## src/rtl/pyc_pkg.sv

```systemverilog
// Shared constants for the planar 4:2:0 crop block.
package pyc_pkg;

	localparam int CFG_W   = 13;
	localparam int IDX_W   = 3;
	localparam int PIX_W   = 8;
	localparam int PLANE_W = 2;

	localparam logic [IDX_W-1:0] REG_IN_WIDTH    = 3'd0;
	localparam logic [IDX_W-1:0] REG_IN_HEIGHT   = 3'd1;
	localparam logic [IDX_W-1:0] REG_CROP_LEFT   = 3'd2;
	localparam logic [IDX_W-1:0] REG_CROP_RIGHT  = 3'd3;
	localparam logic [IDX_W-1:0] REG_CROP_TOP    = 3'd4;
	localparam logic [IDX_W-1:0] REG_CROP_BOTTOM = 3'd5;

	localparam logic [PLANE_W-1:0] PLANE_Y = 2'd0;
	localparam logic [PLANE_W-1:0] PLANE_U = 2'd1;
	localparam logic [PLANE_W-1:0] PLANE_V = 2'd2;

	localparam logic [CFG_W-1:0] RST_IN_WIDTH  = 13'd640;
	localparam logic [CFG_W-1:0] RST_IN_HEIGHT = 13'd480;

endpackage

```

## src/rtl/planar_yuv420_crop.sv

```systemverilog
// Crop window on a planar 4:2:0 byte stream (Y plane, then U, then V).
// A kept byte reaches the master side through the input register and then the output register.
// Throughput: one byte per cycle while the master side accepts; input register, window compare, output register.
// Window bounds are derived from the configuration registers and held in bound registers.
// Reset (arst_n low, asynchronous): counters to luma origin, pipeline empty,
// registers to 640 x 480 with no crop.
module planar_yuv420_crop #(
	parameter int MAX_DIM = 4096
) (
	input  logic                          clk,
	input  logic                          arst_n,
	input  logic                          cfg_we,
	input  logic [pyc_pkg::IDX_W-1:0]     cfg_index,
	input  logic [pyc_pkg::CFG_W-1:0]     cfg_data,
	input  logic                          s_axis_tvalid,
	output logic                          s_axis_tready,
	input  logic [pyc_pkg::PIX_W-1:0]     s_axis_tdata,   // [7:0] pixel_in
	input  logic                          s_axis_tuser,   // [0] frame_start
	output logic                          m_axis_tvalid,
	input  logic                          m_axis_tready,
	output logic [pyc_pkg::PIX_W-1:0]     m_axis_tdata,   // [7:0] pixel_out
	output logic [pyc_pkg::PLANE_W-1:0]   m_axis_tuser,   // [1:0] plane
	output logic                          m_axis_tlast    // last_of_frame
);

	localparam int CW    = $clog2(MAX_DIM);
	localparam int DW    = $clog2(MAX_DIM + 1);
	localparam int CalcW = ((DW > pyc_pkg::CFG_W) ? DW : pyc_pkg::CFG_W) + 1;

	typedef struct packed {
		logic [DW-1:0] last_col;
		logic [DW-1:0] last_row;
		logic [DW-1:0] x0;
		logic [DW-1:0] x1;
		logic [DW-1:0] y0;
		logic [DW-1:0] y1;
	} bounds_t;

	logic [pyc_pkg::CFG_W-1:0] in_width_q, in_height_q;
	logic [pyc_pkg::CFG_W-1:0] crop_left_q, crop_right_q, crop_top_q, crop_bottom_q;

	bounds_t bnd_y_q, bnd_c_q, bnd_y_d, bnd_c_d, bnd;

	logic [CalcW-1:0] w, h, l, r, t, b;

	logic                        valid_s1;
	logic [pyc_pkg::PIX_W-1:0]   pix_s1;
	logic                        start_s1;

	logic [CW-1:0]               col_q, row_q;
	logic [pyc_pkg::PLANE_W-1:0] plane_q;
	logic [CW-1:0]               col, row, col_nxt, row_nxt;
	logic [pyc_pkg::PLANE_W-1:0] plane, plane_nxt;
	logic [DW-1:0]               colx, rowx;
	logic                        keep, last, advance;

	// Configuration registers
	always_ff @(posedge clk or negedge arst_n) begin
		if (!arst_n) begin
			in_width_q    <= pyc_pkg::RST_IN_WIDTH;
			in_height_q   <= pyc_pkg::RST_IN_HEIGHT;
			crop_left_q   <= '0;
			crop_right_q  <= '0;
			crop_top_q    <= '0;
			crop_bottom_q <= '0;
		end else if (cfg_we) begin
			case (cfg_index)
				pyc_pkg::REG_IN_WIDTH:    in_width_q    <= cfg_data;
				pyc_pkg::REG_IN_HEIGHT:   in_height_q   <= cfg_data;
				pyc_pkg::REG_CROP_LEFT:   crop_left_q   <= cfg_data;
				pyc_pkg::REG_CROP_RIGHT:  crop_right_q  <= cfg_data;
				pyc_pkg::REG_CROP_TOP:    crop_top_q    <= cfg_data;
				pyc_pkg::REG_CROP_BOTTOM: crop_bottom_q <= cfg_data;
				default: ;
			endcase
		end
	end

	// Window bounds for luma and chroma
	always_comb begin
		w = CalcW'({in_width_q[pyc_pkg::CFG_W-1:1], 1'b0});
		h = CalcW'({in_height_q[pyc_pkg::CFG_W-1:1], 1'b0});
		if (w < CalcW'(2)) w = CalcW'(2);
		if (w > CalcW'(MAX_DIM)) w = CalcW'(MAX_DIM);
		if (h < CalcW'(2)) h = CalcW'(2);
		if (h > CalcW'(MAX_DIM)) h = CalcW'(MAX_DIM);
		l = CalcW'({crop_left_q[pyc_pkg::CFG_W-1:1], 1'b0});
		r = CalcW'({crop_right_q[pyc_pkg::CFG_W-1:1], 1'b0});
		t = CalcW'({crop_top_q[pyc_pkg::CFG_W-1:1], 1'b0});
		b = CalcW'({crop_bottom_q[pyc_pkg::CFG_W-1:1], 1'b0});
		// excess crop counts as no crop on that axis
		if (l + r > w) begin
			l = '0;
			r = '0;
		end
		if (t + b > h) begin
			t = '0;
			b = '0;
		end
		bnd_y_d.last_col = DW'(w - CalcW'(1));
		bnd_y_d.last_row = DW'(h - CalcW'(1));
		bnd_y_d.x0       = DW'(l);
		bnd_y_d.x1       = DW'(w - r);
		bnd_y_d.y0       = DW'(t);
		bnd_y_d.y1       = DW'(h - b);
		bnd_c_d.last_col = DW'((w >> 1) - CalcW'(1));
		bnd_c_d.last_row = DW'((h >> 1) - CalcW'(1));
		bnd_c_d.x0       = DW'(l >> 1);
		bnd_c_d.x1       = DW'((w >> 1) - (r >> 1));
		bnd_c_d.y0       = DW'(t >> 1);
		bnd_c_d.y1       = DW'((h >> 1) - (b >> 1));
	end

	always_ff @(posedge clk) begin
		bnd_y_q <= bnd_y_d;
		bnd_c_q <= bnd_c_d;
	end

	assign advance       = !m_axis_tvalid || m_axis_tready;
	assign s_axis_tready = !valid_s1 || advance;

	// Input register
	always_ff @(posedge clk or negedge arst_n) begin
		if (!arst_n) begin
			valid_s1 <= 1'b0;
		end else if (s_axis_tready) begin
			valid_s1 <= s_axis_tvalid;
		end
	end

	always_ff @(posedge clk) begin
		if (s_axis_tvalid && s_axis_tready) begin
			pix_s1   <= s_axis_tdata;
			start_s1 <= s_axis_tuser;
		end
	end

	// Position, window test and counter advance for the byte in stage 1
	always_comb begin
		col   = start_s1 ? '0 : col_q;
		row   = start_s1 ? '0 : row_q;
		plane = start_s1 ? pyc_pkg::PLANE_Y : plane_q;
		if (plane > pyc_pkg::PLANE_V) plane = pyc_pkg::PLANE_Y;
		bnd  = (plane == pyc_pkg::PLANE_Y) ? bnd_y_q : bnd_c_q;
		colx = DW'(col);
		rowx = DW'(row);
		keep = (colx >= bnd.x0) && (colx < bnd.x1) && (rowx >= bnd.y0) && (rowx < bnd.y1);
		last = (plane == pyc_pkg::PLANE_V) && (colx + DW'(1) == bnd.x1)
			&& (rowx + DW'(1) == bnd.y1);
		col_nxt   = col;
		row_nxt   = row;
		plane_nxt = plane;
		// a counter at or past its bound wraps, also after a size change
		if (colx >= bnd.last_col) begin
			col_nxt = '0;
			if (rowx >= bnd.last_row) begin
				row_nxt   = '0;
				plane_nxt = (plane >= pyc_pkg::PLANE_V) ? pyc_pkg::PLANE_Y
					: plane + pyc_pkg::PLANE_W'(1);
			end else begin
				row_nxt = row + CW'(1);
			end
		end else begin
			col_nxt = col + CW'(1);
		end
	end

	always_ff @(posedge clk or negedge arst_n) begin
		if (!arst_n) begin
			col_q   <= '0;
			row_q   <= '0;
			plane_q <= pyc_pkg::PLANE_Y;
		end else if (valid_s1 && advance) begin
			col_q   <= col_nxt;
			row_q   <= row_nxt;
			plane_q <= plane_nxt;
		end
	end

	// Output register
	always_ff @(posedge clk or negedge arst_n) begin
		if (!arst_n) begin
			m_axis_tvalid <= 1'b0;
		end else if (advance) begin
			m_axis_tvalid <= valid_s1 && keep;
		end
	end

	always_ff @(posedge clk) begin
		if (advance && valid_s1 && keep) begin
			m_axis_tdata <= pix_s1;
			m_axis_tuser <= plane;
			m_axis_tlast <= last;
		end
	end

`ifndef NO_ASSERTIONS
	a_last_only_v: assert property (@(posedge clk) disable iff (!arst_n)
		(m_axis_tvalid && m_axis_tlast) |-> (m_axis_tuser == pyc_pkg::PLANE_V))
		else $error("last marker on a byte outside the V plane");

	a_kept_reaches_out: assert property (@(posedge clk) disable iff (!arst_n)
		(valid_s1 && advance && keep) |=> m_axis_tvalid)
		else $error("kept byte did not reach the output register");

	a_stall_holds_pos: assert property (@(posedge clk) disable iff (!arst_n)
		(valid_s1 && !advance) |=> (valid_s1 && $stable(col_q) && $stable(row_q)
			&& $stable(plane_q)))
		else $error("position counters moved while stage 1 was stalled");

	a_plane_range: assert property (@(posedge clk) disable iff (!arst_n)
		(valid_s1 && advance) |=> (plane_q <= pyc_pkg::PLANE_V))
		else $error("plane counter left the V plane without wrapping");
`endif

endmodule

```

## config.mk

```make
export PLATFORM = sky130hd
export DESIGN_NAME = planar_yuv420_crop
export DESIGN_NICKNAME = d
export VERILOG_FILES = /design/src/rtl/pyc_pkg.sv /design/src/rtl/planar_yuv420_crop.sv
export SDC_FILE = /design/constraint.sdc
export NUM_CORES = 1
export LEC_CHECK = 0
export ABC_AREA = 1
export BUFFER_PORTS_ARGS = -buffer_cell sky130_fd_sc_hd__buf_2
export CAP_MARGIN = 20
export CORE_MARGIN = 1.5
export CORE_UTILIZATION = 59
export CTS_BUF_LIST = sky130_fd_sc_hd__clkbuf_8
export DETAILED_ROUTE_END_ITERATION = 6
export PLACE_DENSITY_LB_ADDON = 0.25
export SETUP_SLACK_MARGIN = 0.3
export SLEW_MARGIN = 15
export SYNTH_ARGS = -nofsm -noshare
export SYNTH_HDL_FRONTEND = slang
export SYNTH_SLANG_ARGS = --single-unit
```

## constraint.sdc

```tcl
create_clock -name clk -period 4.6 [get_ports clk]
set_input_delay 0.23 -clock clk [delete_from_list [all_inputs] [get_ports clk]]
set_output_delay 0.23 -clock clk [all_outputs]
set_load 0.05 [all_outputs]
```

==> impl_results.md, run 1 <==
* Fmax at 230 MHz
* Max Cap Viol at 0
* Status: finished clean
* Adder-cell share of the synthesized area at 14.8%
* CTS Buf Count at 17
* First-pass detailed-route iteration total at 5
* Count leader, synth: nand2_1
* Synth Area in Compound Gates at 12.6%
* Core Area at 0.0219 mm^2
* Critical path's slowest cell: dfrtp_1
* Fraction of registers with async set/reset at 51.0%
* Area leader, netlist: dfrtp_1
* Clock transition at path regs at 120 ps
* Required time of the critical path at 5010 ps
* P&R area growth vs syn at 13.5%
* DR vias/cell at 5.53
* Drt total wl at 33,600 um
* TritonCTS clock tree: built
* Setup slack after layout at 260 ps
* Port buffer count at 41
* Synth top area cells: dfrtp_1 (18%), ha_1 (14%), nand2_1 (12%)
* Multi-input combinational cell area at 0.00802 mm^2
* Detailed Route Iter0 Violations at 685
* DR WL/cell at 16.0 um
* Max-slew violation count at 0
* Post-Route Skew at 24.9 ps
* Antenna cells at 0
* Register area at 0.00463 mm^2
* Pre-CTS WS at -44.1 ps
* Initial core utilization at 60.4%
* H-tree depth at 4
* CP max FO at 4
* Worst Setup End Kind: flip-flop
* Seq cells post-synth at 196
* Filler cells at 1,802
* Detailed placement HPWL at 24,700 um
* Post-Synth XOR/XNOR Area at 4.47%
* Die ar. at 0.0233 mm^2
* Number of global-route vias before repair at 11,000
* Critical path class: flip-flop to flip-flop
* Placed Cells at 2,032
* IO Count at 43
* Commonest cells in the netlist: nand2_1 (409), inv_1 (218), o21ai_0 (160), ha_1 (150), nor2_1 (149)
* Vias after detailed routing at 11,600
* Setup-failing EPs final at 0
* Row cnt at 54
* Yosys warning count at 0
* Mux contribution to synthesized area at 1.74%
* Share of cells above drive strength 1 at 13.7%
* Max incr delay on CP at 410 ps
* Post-synthesis sequential area ratio at 35.0%
* WP data arrival at 4750 ps
* Die height at 153 um
* Top-area cell type share of the netlist area at 17.8%
* Max clock buf depth at 2
* Total global routing track utilization at 28.3%
* Mean Syn Cell Area at 7.63 um^2
* Hold_ws at 53.0 ps
* Clock tree sinks at 196
* Final hold vios at 0
* GPL Wtd Cong at 0.976
* Unrepaired setup endpoints after global routing: yes
* Main synth FF type: dfrtp_1
* Nets at 1,993
* Root buffer cell: clkbuf_8
* Die X at 153 um
* Leak at 7.58 nW
* Tightest Pin Transition at 903 ps
* Finished Layout Cells at 2,102
* Startpoint types: flip-flop
* Worst-skew pair later-pin latency at 490 ps
* Residual DRC at 0
* Largest family of logic cells by synthesized area: simple AND/OR/NAND/NOR gates
* Distinct cells, synth at 54
* First-pass GRT wire length at 53,500 um
* Simple-Gate Fraction of Synth Area at 23.0%
* Initial antenna violation count at 0
* Slew HR at 39.8%
* Largest net degree at the start of global routing at 86
* Crit path top cell by count: nand2_1
* Mapped Cells at 1,733
* Syn Std Cell Area at 0.0132 mm^2
* Remaining antenna violation count at 0
* Max IR drop VDD at 259 uV
* Tmin final at 4340 ps
* HP Class: primary input to flip-flop
* Period utilization at 94.3%
* Gr ovfl total at 0
* Pwr dens at 600 mW/mm^2
* Worst R2R Setup Slack at 260 ps
* Post-synth EDFFs at 20
-- sequential cells by signal, indices dropped and copies added (netlist names), 2 cells and up --
signal and flops:
in_height_q 12, col_q 12, row_q 12, in_width_q 12, m_axis_tuser 2, crop_right_q 12, crop_bottom_q 12, pix_s1 8
plane_q 2, crop_left_q 12, crop_top_q 12, m_axis_tdata 8, bnd_y_q 12, bnd_c_q 64
-- worst max-delay path: cells and delay by family, from the launching register on --
family                   cells  cell delay [ps]
flip-flops                   1              410
AND/OR/NAND/NOR             14             1070
adder cells (fa/ha/maj)      5             1400
XOR/XNOR                     2              390
AO/OA/AOI/OAI                7              820
buffers and inverters        2              150
-- layout make-up --
cell class / count / area share [%]
multi-input cells: 1270 / 53.4
repair buffers: 101 / 4.91
well taps: 280 / 2.33
clock inverters: 15 / 1.31
clock buffers: 17 / 1.56
flip-flops and latches: 196 / 30.9
inverters: 223 / 5.63
-- through the flow --
| stage | instance area (um^2) | power, mW | util (%) | setup TNS, ps |
|---|---|---|---|---|
| 4_1_cts | 14500 | 8.34 | 66.4 | 0 |
| 6_report | 15000 | 9.00 | 68.6 | 0 |
| 3_5_place_dp | 13700 | 6.88 | 62.8 | -73.8 |
| 5_1_grt | 15000 | 9.71 | 68.6 | -43.0 |
| 2_1_floorplan | 13300 | 5.75 | - | 0 |
| 3_3_place_gp | 13700 | 6.75 | 62.8 | 0 |
-- report_power, final --
| group | total [mW] | switching [mW] | internal [mW] |
|---|---|---|---|
| combinational | 5.19 | 3.06 | 2.14 |
| clock | 1.20 | 0.729 | 0.467 |
| sequential | 2.61 | 0.347 | 2.27 |
| total | 9.00 | 4.13 | 4.87 |
-- cell usage in the layout (no fill, tap or decap), types with 40 or more instances in the layout --
cell type | synthesis | final
nand3_1 | 66 | 65
inv_1 | 218 | 212
dfxtp_1 | 76 | 76
a21oi_1 | 99 | 83
ha_1 | 150 | 130
dfrtp_1 | 94 | 94
xor2_1 | 44 | 43
nor2_1 | 149 | 148
o21ai_0 | 160 | 151
nand2_1 | 409 | 398
buf_2 | 12 | 40
buf_4 | 3 | 41
-- worst paths after layout --
| kind | start | endpoint | cells past startpoint |
|---|---|---|---|
| worst max-delay path | crop_right_q[1] | bnd_c_q[36] | 30 |
| worst min-delay path | m_axis_tready | m_axis_tvalid | 4 |
| worst max register to register | crop_right_q[1] | bnd_c_q[36] | 30 |
| worst min register to register | pix_s1[1] | m_axis_tdata[1] | 0 |
| max in group asynchronous | arst_n | in_height_q[8] | 3 |
| min in group asynchronous | arst_n | col_q[9] | 2 |
-- repair_timing --
action,CTS,global route
hold buffers,11,0
gates resized for setup,33,82
buffers inserted,13,14
endpoints found under the setup margin,13,20
hold endpoints to repair,73,0
pin swaps,15,32
-- routing by layer --
layer  track usage, %  vias to the layer above  share of wire [%]
li1                 -                     5842                  -
met1             38.9                     5367                 46
met2             45.5                      330                 45
met3             3.73                       79                5.3
met4             10.7                        0                3.7
met5                0                        -                  0
-- cell families (layout without fill, tap and decap cells) --
logic type | after synthesis | in the layout
AO/OA/AOI/OAI | 313 | 313
XOR/XNOR | 66 | 66
multiplexers | 23 | 23
other | 1 | 2
AND/OR/NAND/NOR | 712 | 712
flip-flops | 196 | 196
adder cells (fa/ha/maj) | 154 | 154
buffers and inverters | 268 | 356
Power figures use the tool's default switching activity.
==> run 2, diff against run 1 <==
--- a/config.mk
+++ b/config.mk
@@ -5,7 +5,6 @@
 export SDC_FILE = /design/constraint.sdc
 export NUM_CORES = 1
 export LEC_CHECK = 0
-export ABC_AREA = 1
 export BUFFER_PORTS_ARGS = -buffer_cell sky130_fd_sc_hd__buf_2
 export CAP_MARGIN = 20
 export CORE_MARGIN = 1.5
==> run 2 against run 1 <==
  * The run now ends with negative setup slack left
  * First-iteration DRC count is 2.3% lower
  * Sequential power rose by 2%
  * Final area increased by 1.9%
  * Critical endpoint is now bnd_c_q[11]
  * Largest cell class unchanged
  * Highest routed layer unchanged
==> impl_results.md, run 2 <==
* CP delay by family, top: compound AO/OA/AOI/OAI gates
* Pwr dens at 707 mW/mm^2
* Leak at 7.01 nW
* Count leader, synth: ha_1
* Share of cells above drive strength 1 at 27.0%
* Setup slack after layout at -427 ps
* Critical path class: flip-flop to flip-flop
* Gr ovfl total at 0
* Unrepaired setup endpoints after global routing: yes
* Status: finished with violations
* Max IR drop VDD at 365 uV
* Largest net degree at the start of global routing at 77
* Worst-skew pair later-pin latency at 490 ps
* Filler cells at 1,500
* WP data arrival at 5410 ps
* Drt total wl at 31,300 um
* Fraction of registers with async set/reset at 51.0%
* Fmax at 199 MHz
* Mapped Cells at 1,289
* DR vias/cell at 5.87
* H-tree depth at 4
* TritonCTS clock tree: built
* Remaining antenna violation count at 0
* Commonest cells in the netlist: ha_1 (150), nand2_1 (106), dfrtp_1 (94), dfxtp_1 (76), mux2_2 (70)
* Post-synthesis sequential area ratio at 36.3%
* First-pass detailed-route iteration total at 7
* Nets at 1,635
* Largest register by flop count: bnd_c_q
* Slew HR at 27.4%
* Bufs and invs on worst path at 3
* Yosys warning count at 0
* First-pass GRT wire length at 49,700 um
* Synth top area cells: dfrtp_1 (18%), ha_1 (15%), dfxtp_1 (12%)
* Number of global-route vias before repair at 9,989
* Residual DRC at 0
* Fin util at 72.6%
* IO Count at 43
* Max incr delay on CP at 440 ps
* Distinct cells, synth at 78
* Max FFs per register at 64
* Setup-failing EPs final at 17
* Tmin final at 5030 ps
* Final hold vios at 0
* Vias after detailed routing at 10,200
* Commonest non-fill, non-tap cell in the layout: ha_1
* Tightest Pin Transition at 1080 ps
* Initial antenna violation count at 0
* Pre-CTS WS at -473 ps
* Hold_ws at 61.5 ps
* Violated checks: negative setup slack
* Main synth FF type: dfrtp_1
* Initial core utilization at 60.5%
* Worst Setup End Kind: flip-flop
* GPL Wtd Cong at 0.912
* Max Cap Viol at 0
* CP max FO at 6
* Die ar. at 0.0225 mm^2
* Max-slew violation count at 0
* Most frequent cells in the layout: ha_1 (132), buf_4 (121), nand2_1 (99)
* Setup_tns at -3840 ps
* Antenna cells at 0
* Mean Syn Cell Area at 9.89 um^2
* Required time of the critical path at 4980 ps
* Clock transition at path regs at 110 ps
* Detailed placement HPWL at 23,500 um
* Die X at 150 um
* Top-area cell type share of the netlist area at 18.4%
* DR WL/cell at 18.0 um
* Clock tree sinks at 196
* Port buffer count at 41
* CTS Buf Count at 17
* P&R area growth vs syn at 20.0%
* Post-Route Skew at 21.7 ps
* Detailed Route Iter0 Violations at 669
* Post-synth EDFFs at 20
* Seq cells post-synth at 196
* Root buffer cell: clkbuf_8
* HP Class: primary input to flip-flop
* Max clock buf depth at 2
* Row cnt at 53
* Period utilization at 109%
* Area leader, netlist: dfrtp_1
* Core Area at 0.0211 mm^2
* Critical path's slowest cell: dfrtp_2
* Startpoint types: flip-flop
* Die height at 150 um
* Total global routing track utilization at 28.4%
* Total Power at 10.8 mW
* Syn Std Cell Area at 0.0128 mm^2
[run 2: metrics by stage]
stage | std cells | area, um^2
CTS | 1733 | 15100
global route | 1739 | 15300
floorplan | 1290 | 13000
finish | 1739 | 15300
detailed placement | 1671 | 14200
global placement | 1670 | 14200
[run 2: final timing paths]
kind | start | to | slack (ps) | depth (start not counted)
worst max-delay path | crop_bottom_q[2] | bnd_c_q[11] | -430 | 25
worst min-delay path | m_axis_tready | m_axis_tvalid | 60 | 3
worst max register to register | crop_bottom_q[2] | bnd_c_q[11] | -430 | 25
worst min register to register | pix_s1[7] | m_axis_tdata[7] | 440 | 0
max in group asynchronous | arst_n | row_q[11] | 3310 | 3
min in group asynchronous | arst_n | col_q[2] | 380 | 2
[run 2: where the power goes]
group	total, mW	switching (mW)	internal [mW]
sequential	2.65	0.376	2.27
clock	1.20	0.687	0.510
combinational	6.97	3.48	3.49
total	10.8	4.54	6.28
[run 2: cells by family (layout without fill, tap and decap cells)]
group	after synthesis	in the layout	share of synthesized area (%)
AND/OR/NAND/NOR	376	376	14.9
AO/OA/AOI/OAI	250	250	13.0
flip-flops	196	196	36.3
adder cells (fa/ha/maj)	154	154	15.3
multiplexers	140	140	11.9
buffers and inverters	94	268	3.13
XOR/XNOR	78	78	5.36
other	1	2	0.0294
[run 2: final cells by class]
type                       count  area [um^2]  area share, %
multi-input combinational   1000         8320           54.4
tap                          275          344           2.25
timing repair buffer         183         1380           8.99
inverter                      53          199           1.30
clock buffer                  17          234           1.53
sequential                   196         4630           30.3
clock inverter                15          191           1.25
[run 2: repair_timing]
| action | CTS | global route |
|---|---|---|
| pin swaps | 27 | 13 |
| buffers inserted | 18 | 5 |
| resized for setup | 49 | 39 |
| gates cloned | 1 | 0 |
| setup endpoints to repair | 22 | 43 |
| endpoints found under the hold margin | 79 | 0 |
| hold buffers | 11 | 0 |
[run 2: worst min-delay path, cell delays in order]
cell      delay [ps]
buf_2             80
nand2b_1         140
nand2_1           70
[run 2: layer usage]
layer  part of all wire, %  GRT usage, %  vias to the layer above
li1                      -             -                     4995
met1                    46          37.5                     4862
met2                    47          46.7                      279
met3                   4.2          4.09                       71
met4                   3.3          11.7                        0
met5                     0             0                        -
==> run 3, diff against run 2 <==
--- a/config.mk
+++ b/config.mk
@@ -5,13 +5,13 @@
 export SDC_FILE = /design/constraint.sdc
 export NUM_CORES = 1
 export LEC_CHECK = 0
+export ABC_CLOCK_PERIOD_IN_PS = 4600
 export BUFFER_PORTS_ARGS = -buffer_cell sky130_fd_sc_hd__buf_2
-export CAP_MARGIN = 20
 export CORE_MARGIN = 1.5
 export CORE_UTILIZATION = 59
 export CTS_BUF_LIST = sky130_fd_sc_hd__clkbuf_8
 export DETAILED_ROUTE_END_ITERATION = 6
-export PLACE_DENSITY_LB_ADDON = 0.25
+export PLACE_DENSITY = 0.84
 export SETUP_SLACK_MARGIN = 0.3
 export SLEW_MARGIN = 15
 export SYNTH_ARGS = -nofsm -noshare
==> run 3 against run 2 <==
  * The run still ends with negative setup slack left
  * Clock power is 7% lower
  * Global-route usage is 0.31 points higher
  * Critical path depth is 1 higher
  * Final cell count is 0.81% lower
  * Sequential power hardly changed
  * Via count is 2.5% higher
  * Register-to-register slack worse by 210 ps
  * Clock skew is 5.2 ps lower
==> impl_results.md, run 3 (synthesis results as in run 2) <==
* Status: finished with violations
* Violated checks: negative setup slack
* Combinational fraction of design power at 64.3%
* Clock transition at path regs at 110 ps
* Clock share of power at 10.5%
* Die ar. at 0.0225 mm^2
* Initial antenna violation count at 0
* Int Pwr at 6.00 mW
* Final hold vios at 0
* Tmin final at 5240 ps
* Pre-CTS WS at -424 ps
* Antenna cells at 0
* Setup-failing EPs final at 17
* Post-Route Skew at 16.5 ps
* Switching power at 4.53 mW
* Residual DRC at 0
* Max FFs per register at 64
* Vias after detailed routing at 10,500
* Pwr dens at 699 mW/mm^2
* Remaining antenna violation count at 0
* Largest register by flop count: bnd_c_q
* Port buffer count at 41
* Worst Setup End Kind: flip-flop
* Clock tree sinks at 196
* First-pass GRT wire length at 50,400 um
* Total Power at 10.5 mW
* Gr ovfl total at 0
* Tightest Pin Transition at 1120 ps
* Root buffer cell: clkbuf_8
* Share of cells above drive strength 1 at 25.6%
* GPL Wtd Cong at 0.917
* Setup slack after layout at -635 ps
* Nets at 1,621
* Number of global-route vias before repair at 10,100
* Setup_tns at -6130 ps
* Max clock buf depth at 2
* Initial core utilization at 60.5%
* Row cnt at 53
* Reg2reg path depth at 26
* First-pass detailed-route iteration total at 7
* Hold path cells at 3
* Required time of the critical path at 4980 ps
* Max IR drop VDD at 393 uV
* Period utilization at 114%
* Largest net degree at the start of global routing at 55
* Worst-skew pair later-pin latency at 490 ps
* DR WL/cell at 18.9 um
* Unrepaired setup endpoints after global routing: yes
* Max-slew violation count at 0
* Detailed Route Iter0 Violations at 949
* Startpoint types: flip-flop
* Total global routing track utilization at 28.7%
* Commonest non-fill, non-tap cell in the layout: ha_1
* Leak at 6.91 nW
* Critical path's slowest cell: dfrtp_1
* CP max FO at 12
* P&R area growth vs syn at 18.1%
* Core Area at 0.0211 mm^2
* Levels on crit path at 26
* IO Count at 43
* CTS Buf Count at 17
* HP Class: primary input to flip-flop
* WP data arrival at 5610 ps
* CP delay by family, top: compound AO/OA/AOI/OAI gates
* H-tree depth at 4
* Die X at 150 um
* Die height at 150 um
* Critical path class: flip-flop to flip-flop
* Slew HR at 25.3%
* DR vias/cell at 6.07
* Bufs and invs on worst path at 2
* TritonCTS clock tree: built
* Sequential share of power at 25.2%
* Most frequent cells in the layout: ha_1 (132), buf_4 (107), nand2_1 (102)
* Fmax at 191 MHz
* Detailed placement HPWL at 23,500 um
* Max incr delay on CP at 400 ps
* Max Cap Viol at 0
* Drt total wl at 32,600 um
* Switching share of power at 43.0%
[run 3: timing repair]
action                     in CTS  in global routing
pin swaps                      18                 12
gates resized for setup        34                 37
buffers inserted                4                  7
setup endpoints to repair      24                 40
gates cloned                    0                  0
hold endpoints to repair       61                  0
hold buffers                   11                  0
[run 3: power groups by stage]
stage	Sequential [mW]	Clock, mW	Combinational, mW
detailed placement	2.67	0	5.83
global route	2.70	1.19	7.36
CTS	2.64	1.12	6.16
finish	2.65	1.11	6.78
global placement	2.64	0	5.60
floorplan	2.58	0	4.13
[run 3: final timing paths]
kind / end / slack, ps / start
max in group asynchronous: crop_bottom_q[2] / 3150 / arst_n
max reg2reg: bnd_c_q[10] / -640 / crop_top_q[3]
min: valid_s1 / 60 / m_axis_tready
max: bnd_c_q[10] / -640 / crop_top_q[3]
min in group asynchronous: crop_left_q[2] / 330 / arst_n
min reg2reg: m_axis_tdata[0] / 430 / pix_s1[0]
[run 3: area by class of cell]
| class | instances | area (um^2) |
|---|---|---|
| Multi-Input combinational cell | 1000 | 8240 |
| Fill cell | 1485 | 6020 |
| Sequential cell | 196 | 4630 |
| Timing Repair Buffer | 169 | 1260 |
| Tap cell | 275 | 344 |
| Clock buffer | 17 | 234 |
| Inverter | 53 | 199 |
| Clock inverter | 15 | 148 |
[run 3: metal layers]
| layer | share of wire [%] | vias to the layer above | global-route usage (%) | routed length, um |
|---|---|---|---|---|
| li1 | - | 4970 | - | - |
| met1 | 44 | 5013 | 37.7 | 14400 |
| met2 | 46 | 384 | 47.2 | 15100 |
| met3 | 5.4 | 96 | 3.96 | 1770 |
| met4 | 4.4 | 0 | 12.6 | 1420 |
| met5 | 0 | - | 0 | 0 |
[run 3: metrics by stage]
| stage | cell area [um^2] | std cells | hold WS, ps | util, % |
|---|---|---|---|---|
| after global routing | 15100 | 1725 | 66.0 | 71.4 |
| after floorplan | 13000 | 1290 | -65.6 | - |
| after detailed placement | 14200 | 1671 | 343 | 67.2 |
| after CTS | 14800 | 1718 | 46.6 | 70.3 |
| final | 15100 | 1725 | 59.8 | 71.4 |
| after global placement | 14200 | 1671 | 336 | 67.2 |
[run 3: worst min-delay path, cell delays in order]
cell      delay [ps]
buf_2             80
nand3b_1         120
nand2b_1          70
